==> config.mk <==
export PLATFORM = sky130hd
export DESIGN_NAME = dmfp_dist
export DESIGN_NICKNAME = d
export VERILOG_FILES = /design/src/dmfp_pkg.sv /design/src/dmfp_dist.sv
export SDC_FILE = /design/constraint.sdc
export NUM_CORES = 1
export LEC_CHECK = 0
export BUFFER_PORTS_ARGS = -buffer_cell sky130_fd_sc_hd__buf_2
export CAP_MARGIN = 20
export CELL_PAD_IN_SITES_DETAIL_PLACEMENT = 2
export CELL_PAD_IN_SITES_GLOBAL_PLACEMENT = 2
export CORE_MARGIN = 1
export CORE_UTILIZATION = 31
export DETAILED_ROUTE_END_ITERATION = 7
export PLACE_DENSITY = 0.83
export SKIP_LAST_GASP = 1
export SLEW_MARGIN = 20
export SYNTH_ARGS = -nofsm -noshare
export SYNTH_HDL_FRONTEND = slang
export SYNTH_SLANG_ARGS = --single-unit
==> constraint.sdc <==
create_clock -name i_clk -period 4.9 [get_ports i_clk]
set_input_delay 0.735 -clock i_clk [delete_from_list [all_inputs] [get_ports i_clk]]
set_output_delay 0.735 -clock i_clk [all_outputs]
set_load 0.02 [all_outputs]
==> src/dmfp_pkg.sv <==
`timescale 1ns / 1ps
// ----------------------------------------------------------------------------
// dmfp_pkg
// shared widths, codes and types of the farthest point core
// ----------------------------------------------------------------------------
package dmfp_pkg;

    // item field widths
    localparam int OP_W     = 2;
    localparam int COORD_W  = 32;
    localparam int NUM_W    = 11;
    localparam int STATUS_W = 2;
    localparam int DIST_W   = 33;

    // parameter defaults
    localparam int DEF_MAX_POINTS = 1024;
    localparam int DEF_COORD_BITS = 32;

    // operation codes
    localparam logic [OP_W-1:0] OP_INSERT = 2'd0;
    localparam logic [OP_W-1:0] OP_REMOVE = 2'd1;
    localparam logic [OP_W-1:0] OP_QUERY  = 2'd2;
    localparam logic [OP_W-1:0] OP_NONE   = 2'd3;

    // status codes
    localparam logic [STATUS_W-1:0] ST_OK        = 2'd0;
    localparam logic [STATUS_W-1:0] ST_FULL      = 2'd1;
    localparam logic [STATUS_W-1:0] ST_BAD_INDEX = 2'd2;
    localparam logic [STATUS_W-1:0] ST_EMPTY     = 2'd3;

    // control from the sequencer to the distance unit
    typedef struct packed {
        logic clear;
        logic valid;
        logic alive;
    } t_dist_ctl;

    // status from the distance unit back to the sequencer
    typedef struct packed {
        logic pend;
        logic found;
    } t_dist_sts;

endpackage

==> src/dmfp_dist.sv <==
`timescale 1ns / 1ps
// ----------------------------------------------------------------------------
// dmfp_dist
// shared distance unit: abs differences, then sum and running maximum
// ----------------------------------------------------------------------------
module dmfp_dist #(
    parameter int COORD_BITS = dmfp_pkg::DEF_COORD_BITS
) (
    input  logic                         i_clk,
    input  logic                         i_rst_n,
    input  dmfp_pkg::t_dist_ctl          i_ctl,
    input  logic signed [COORD_BITS-1:0] i_pt_x,
    input  logic signed [COORD_BITS-1:0] i_pt_y,
    input  logic signed [COORD_BITS-1:0] i_qx,
    input  logic signed [COORD_BITS-1:0] i_qy,
    output logic        [COORD_BITS:0]   o_best,
    output dmfp_pkg::t_dist_sts          o_sts
);
    import dmfp_pkg::*;

    logic signed [COORD_BITS:0] w_px;
    logic signed [COORD_BITS:0] w_py;
    logic signed [COORD_BITS:0] w_qx;
    logic signed [COORD_BITS:0] w_qy;
    logic        [COORD_BITS:0] w_dx;
    logic        [COORD_BITS:0] w_dy;
    logic        [COORD_BITS:0] w_sum;

    logic [COORD_BITS:0] r_dx;
    logic [COORD_BITS:0] r_dy;
    logic                r_v2;
    logic [COORD_BITS:0] r_best;
    logic                r_found;

    // sign extend so differences cannot overflow
    assign w_px = {i_pt_x[COORD_BITS-1], i_pt_x};
    assign w_py = {i_pt_y[COORD_BITS-1], i_pt_y};
    assign w_qx = {i_qx[COORD_BITS-1], i_qx};
    assign w_qy = {i_qy[COORD_BITS-1], i_qy};

    // absolute differences, larger minus smaller
    assign w_dx = (i_pt_x >= i_qx) ? $unsigned(w_px - w_qx) : $unsigned(w_qx - w_px);
    assign w_dy = (i_pt_y >= i_qy) ? $unsigned(w_py - w_qy) : $unsigned(w_qy - w_py);

    // sum fits: at most 2^(COORD_BITS+1) - 2
    assign w_sum = r_dx + r_dy;

    // stage one: abs differences of a live entry
    always_ff @(posedge i_clk) begin
        if (!i_rst_n) begin
            r_v2 <= 1'b0;
        end else begin
            r_v2 <= i_ctl.valid && i_ctl.alive && !i_ctl.clear;
        end
        r_dx <= w_dx;
        r_dy <= w_dy;
    end

    // stage two: running maximum
    always_ff @(posedge i_clk) begin
        if (!i_rst_n) begin
            r_found <= 1'b0;
            r_best  <= '0;
        end else if (i_ctl.clear) begin
            r_found <= 1'b0;
            r_best  <= '0;
        end else if (r_v2) begin
            r_found <= 1'b1;
            if (!r_found || (w_sum > r_best)) begin
                r_best <= w_sum;
            end
        end
    end

    assign o_best      = r_best;
    assign o_sts.pend  = r_v2;
    assign o_sts.found = r_found;

endmodule

* After elaboration in Yosys (flattened, before gate mapping)
Cells that the tools add are included.
Operators by class: reductions and logical operators 7, mux-type cells 2, order comparisons 3, bitwise operators 1, add/subtract/negate cells 5
Operators with widths (count):
- subtractor 32 x 32 -> 33 bit | 4
- two-way mux 33 bit | 2
- greater-or-equal comparator 32 bit | 2
- adder 33 bit | 1
- greater-than comparator 33 bit | 1
- logical AND 1 bit | 2
- zero test 1 bit | 2
- AND reduction 2 bit | 1
- OR reduction 2 bit | 1
- logical OR 1 bit | 1
- NOT 1 bit | 1
Word-level totals: register bits after elaboration 101, word-level logic and storage cells 23, input bits 133, output and inout port bits 35

* Longest topological paths before layout
word-level depth 4, gate-level depth with buffers 23, depth with buffers taken out 21

* Worst setup path after synthesis
Ideal clock, no wire load.
path type register -> register, start point reg r_dx[0], end point reg r_best[18], in the netlist o_best[18], period minus slack after synthesis 5.069 ns, cell stages (with the launch flop) 23, slack -0.169 ns, required time 4.772 ns, library setup time 0.128 ns, arrival 4.942 ns, buffers on the path 2, path through dfxtp_1 ha_1 fa_1 a211oi_1 o21ai_0 a211oi_1 o41a_1 o21ai_1 nor3b_1 o21ai_1 a21oi_1 xnor2_1 ha_1 nand4_1 nor4_1 nand2_1 o221ai_1 a221oi_1 nor2_1 buf_1 clkbuf_1 mux2i_1 nor2_1
Between the ends: longest elaborated chain between the ends 4
Ends and longest elaborated chain:
- start, declared | RTL line dmfp_dist.sv:29 | logic [COORD_BITS:0] r_dx;
- start signal, assigned | RTL line dmfp_dist.sv:55 | r_dx <= w_dx;
- adder 33 bit | RTL line dmfp_dist.sv:46 | assign w_sum = r_dx + r_dy;
- net w_sum[32] | RTL line dmfp_dist.sv:27 | logic [COORD_BITS:0] w_sum;
- greater-than comparator 33 bit | RTL line dmfp_dist.sv:69 | if (!r_found || (w_sum > r_best)) begin
- logical OR 1 bit | RTL line dmfp_dist.sv:69
- AND reduction 2 bit (no source line)
- end signal, assigned | RTL line dmfp_dist.sv:70 | r_best <= w_sum;
- end, declared | RTL line dmfp_dist.sv:32 | logic [COORD_BITS:0] r_best;
The timed path passes the listed nets, and every way through them passes these cells. A chain may end at the register's enable or synchronous reset.

* Worst setup path in the final report
start point reg r_dy[0], end point reg r_best[12], in the netlist o_best[12]
Between the ends: longest elaborated chain between the ends 4
Ends and longest elaborated chain:
- start, declared | RTL line dmfp_dist.sv:30 | logic [COORD_BITS:0] r_dy;
- start signal, assigned | RTL line dmfp_dist.sv:56 | r_dy <= w_dy;
- adder 33 bit | RTL line dmfp_dist.sv:46
- net w_sum[32] | RTL line dmfp_dist.sv:27
- greater-than comparator 33 bit | RTL line dmfp_dist.sv:69
- logical OR 1 bit | RTL line dmfp_dist.sv:69
- AND reduction 2 bit (no source line)
The timed path passes the listed nets, and every way through them passes these cells.

==> impl_metrics.csv <==
group,metric,value,unit
synth,synth_ff_type,"dfxtp_1",
critical_path,cp_data_arrival_time,5350,ps
timing,period_needed,5140,ps
clock_network,clock_latency,370,ps
pwr,peakVddDrop,241,uV
pwr,switching_share,49.2,%
grt,grt_max_degree,19,
critical_path,critPathSlowestCell,"nor4_4",
clock_network,cts.sinks,101,
floorplanning,coreArea,37800,sq um
route,firstDrtPassIters,7,
timing,tightest_slew,941,ps
pwr,combPwrFrac,69.1,%
pwr,intPower,0.00317,W
route,wirelength,48600,um
layout,area_growth,18.7,%
route,vias,12200,
pwr,p_leak,6.90,nW
timing,worst_slack,-240,ps
floorplanning,io_pins,168,
timing,max_freq,195,MHz
timing,final_max_slew_viol_count,0,
synth,synth.avg_cell_area,7.59,sq um
hold_path,min_path_type,"flip-flop to flip-flop",
route,ant_nets,0,
pwr,pwr-share-seq,18.0,%
route,drc_errors,0,
synth,synth_warnings,0,
critical_path,cp_data_required_time,5110,ps
pwr,p_sw,0.00307,W
layout,multi_input_area,9130,sq um
timing,finalSetupViolations,33,
clock_network,ctsHtreeMaxLevel,3,
synth,yosysTopAreaCell,"ha_1",
synth,synthTopCellsByArea,"ha_1 20%, dfxtp_1 17%, a21oi_1 6.8%",
synth,syn_area,11900,sq um
pwr,power.density,441,nW/um^2
timing,hold_viol,0,
clock_network,root_buffer,"clkbuf_16",
grt,overflow,0,
synth,syn-num-nets,1902,
clock_network,cts_tree,"done",
critical_path,critPathMaxStageDelay,390,ps
route,post_drt_wl_per_cell,21.6,um
run_status,outcome,"complete, but fails checks",
synth,synth_cells,1571,
grt,grt_antenna_before_repair,0,
pwr,pwr-share-clk,12.9,%
clock_network,cts_made_buffers,9,
critical_path,critPathMostFrequentCell,"o21ai_2",
clock_network,postCtsHoldBufs,0,
grt,grt_usage,22.8,%
critical_path,worstPathCellList,"ha_4 -> fa_2 -> a211oi_4 -> o21ai_2 -> a211oi_2 -> buf_4 -> o41a_1 -> o21ai_2 -> nor3b_2 -> o21ai_2 -> a21oi_2 -> xnor2_2 -> ha_1 -> nand4_1 -> nor4_4 -> nand2_2 -> o41ai_4 -> buf_4 -> nor2_4 -> buf_12 -> buf_12 -> mux2i_2 -> nor2_1",
timing,skew,12.8,ps
timing,setup_tns,-5540,ps
run,cap_violations,0,
synth,ys_seq_area_share,17.0,%
critical_path,path_max_fanout,6,
critical_path,crit_type,"flip-flop to flip-flop",
timing,holdWs,540,ps
synth,synth_seq_cells,101,
floorplanning,start_util,31.6,%
synth,yosysUniqueCellTypes,81,
layout,area.sequential,2020,sq um
floorplanning,design.die.area,39200,sq um
layout,fillers,4359,
timing,period_share,105,%
synth,synth_enable_flop_cells,0,
route,viasPerCell,5.44,
layout,drive_gt1_share,17.7,%
clock_network,clk_pin_slew,70,ps
floorplanning,die_x,198,um
layout,fin_nets,2063,
floorplanning,die_h,198,um
timing,slew_headroom,37.3,%
critical_path,cp-end-kind,"flip-flop",
placement,globalplace.congestion,0.855,
timing,rsz0062_at_grt,"true",
grt,grt_pass1_vias,13300,
route,drt_iter0_drc,548,
layout,postLayoutCoreUtil,37.5,%
clock_network,cts_buffer_depth,2,
placement,io_buffers,167,
run_status,violations,"negative setup slack",
placement,place_hpwl,36500,um
critical_path,start_kind,"flip-flop",
synth,yosys.area.top_type_share,20.3,%
synth,async_flop_share,0,%
grt,grt_pass1_wl,70900,um
floorplanning,row_count,71,
-- layer usage --
layer  up-vias  GRT usage, %  part of all wire [%]
li1       5807             -                     -
met1      6077          27.5                    43
met2       257          41.4                    50
met3        87          2.40                   3.1
met4         0          7.87                   3.8
met5         -             0                     0
-- synth_stat cells, drive strengths merged (4+ instances only) --
| cell type | number |
|---|---|
| o41ai | 5 |
| dfxtp | 101 |
| a21o | 85 |
| nor4 | 6 |
| o211ai | 12 |
| xor2 | 32 |
| nand2 | 103 |
| fa | 5 |
| and3 | 14 |
| or3 | 6 |
| buf | 21 |
| o21ai | 97 |
| o22ai | 7 |
| o21a | 12 |
| nor2b | 18 |
| nor3 | 17 |
| a21oi | 164 |
| nor2 | 106 |
| a31oi | 12 |
| a22o | 6 |
| o31ai | 5 |
| and2 | 14 |
| a21boi | 8 |
| mux2i | 44 |
| a21bo | 4 |
| a221oi | 8 |
| a41oi | 4 |
| a211oi | 24 |
| nand4 | 31 |
| xnor2 | 58 |
| nand3 | 16 |
| clkbuf | 50 |
| nand2b | 14 |
| o221ai | 4 |
| inv | 193 |
| o21bai | 21 |
| ha | 193 |
-- kinds of logic after synthesis --
logic type	after synthesis	synth area share [%]
xor gates and xnor gates	90	6.61
buffers and inverters	264	8.73
adders and majority gates	198	21.1
muxes	47	4.01
DFF	101	17.0
and+or+nand+nor	357	14.3
AOI/OAI and AO/OA	514	28.3
-- layout make-up --
class | count | share of cell area, %
tap | 511 | 4.52
clock buffer | 11 | 1.65
inverter | 193 | 5.12
sequential | 101 | 14.3
multi-input combinational | 1206 | 64.5
antenna | 1 | 0.0177
timing repair buffer | 221 | 9.28
clock inverter | 5 | 0.584
-- per-stage QoR --
| step | area (sq um) | instances | total power [W] | setup WS [ps] |
|---|---|---|---|---|
| after global routing | 14100 | 2248 | 0.00658 | -349 |
| after detailed placement | 13300 | 2207 | 0.00472 | -408 |
| after CTS | 13800 | 2234 | 0.00574 | -13.2 |
| final | 14100 | 2249 | 0.00624 | -240 |
| after floorplan | 11900 | 1571 | 0.00357 | 121 |
| after global placement | 13300 | 2207 | 0.00446 | 31.2 |
-- critical path, delay by kind of cell, from the launching register on --
family,cells,cell delay (ps)
compound gates,8,1670
xor+xnor,1,160
fa+ha+maj,3,880
buf+inv,4,670
flops,1,340
mux,1,200
simple gates,6,1060
-- power by group through the flow --
| stage | sequential, W | combinational (W) | clock (W) |
|---|---|---|---|
| after floorplan | 0.00107 | 0.00250 | 0 |
| after global placement | 0.00111 | 0.00335 | 0 |
| after detailed placement | 0.00112 | 0.00360 | 0 |
| after CTS | 0.00110 | 0.00385 | 0.000783 |
| after global routing | 0.00113 | 0.00461 | 0.000839 |
| final | 0.00112 | 0.00432 | 0.000804 |
-- worst paths after layout --
path	from	endpoint	slack, ps	cells after the start
worst max-delay path	r_dy[0]$_DFF_P_	o_best[12]$_SDFFE_PP0P_	-240	23
worst min-delay path	o_best[10]$_SDFFE_PP0P_	o_best[10]$_SDFFE_PP0P_	540	2
worst max register to register	r_dy[0]$_DFF_P_	o_best[12]$_SDFFE_PP0P_	-240	23
worst min register to register	o_best[10]$_SDFFE_PP0P_	o_best[10]$_SDFFE_PP0P_	540	2
-- state kept, by name, indices dropped and copies added, names as in the netlist --
signal,count
o_best,33
r_dx,33
r_dy,33
r_found,1
r_v2,1
-- placed cells by master (no fill, tap or decap), types with 31 or more instances in the layout --
master   instances
xor2_1          32
nand2_1        101
xnor2_1         57
o21ai_0         90
buf_4           48
a21o_1          85
nand4_1         31
a21oi_1        158
ha_1           188
dfxtp_1         99
inv_1          193
buf_2          167
nor2_1         102
mux2i_1         37
-- what timing repair did --
action,CTS,global route
gates cloned,1,2
pin swaps,13,14
setup buffers,10,13
gates resized for setup,25,32
endpoints found under the setup margin,33,33
endpoints found under the hold margin,0,0
Note: power is estimated with default switching activity, not from simulation.
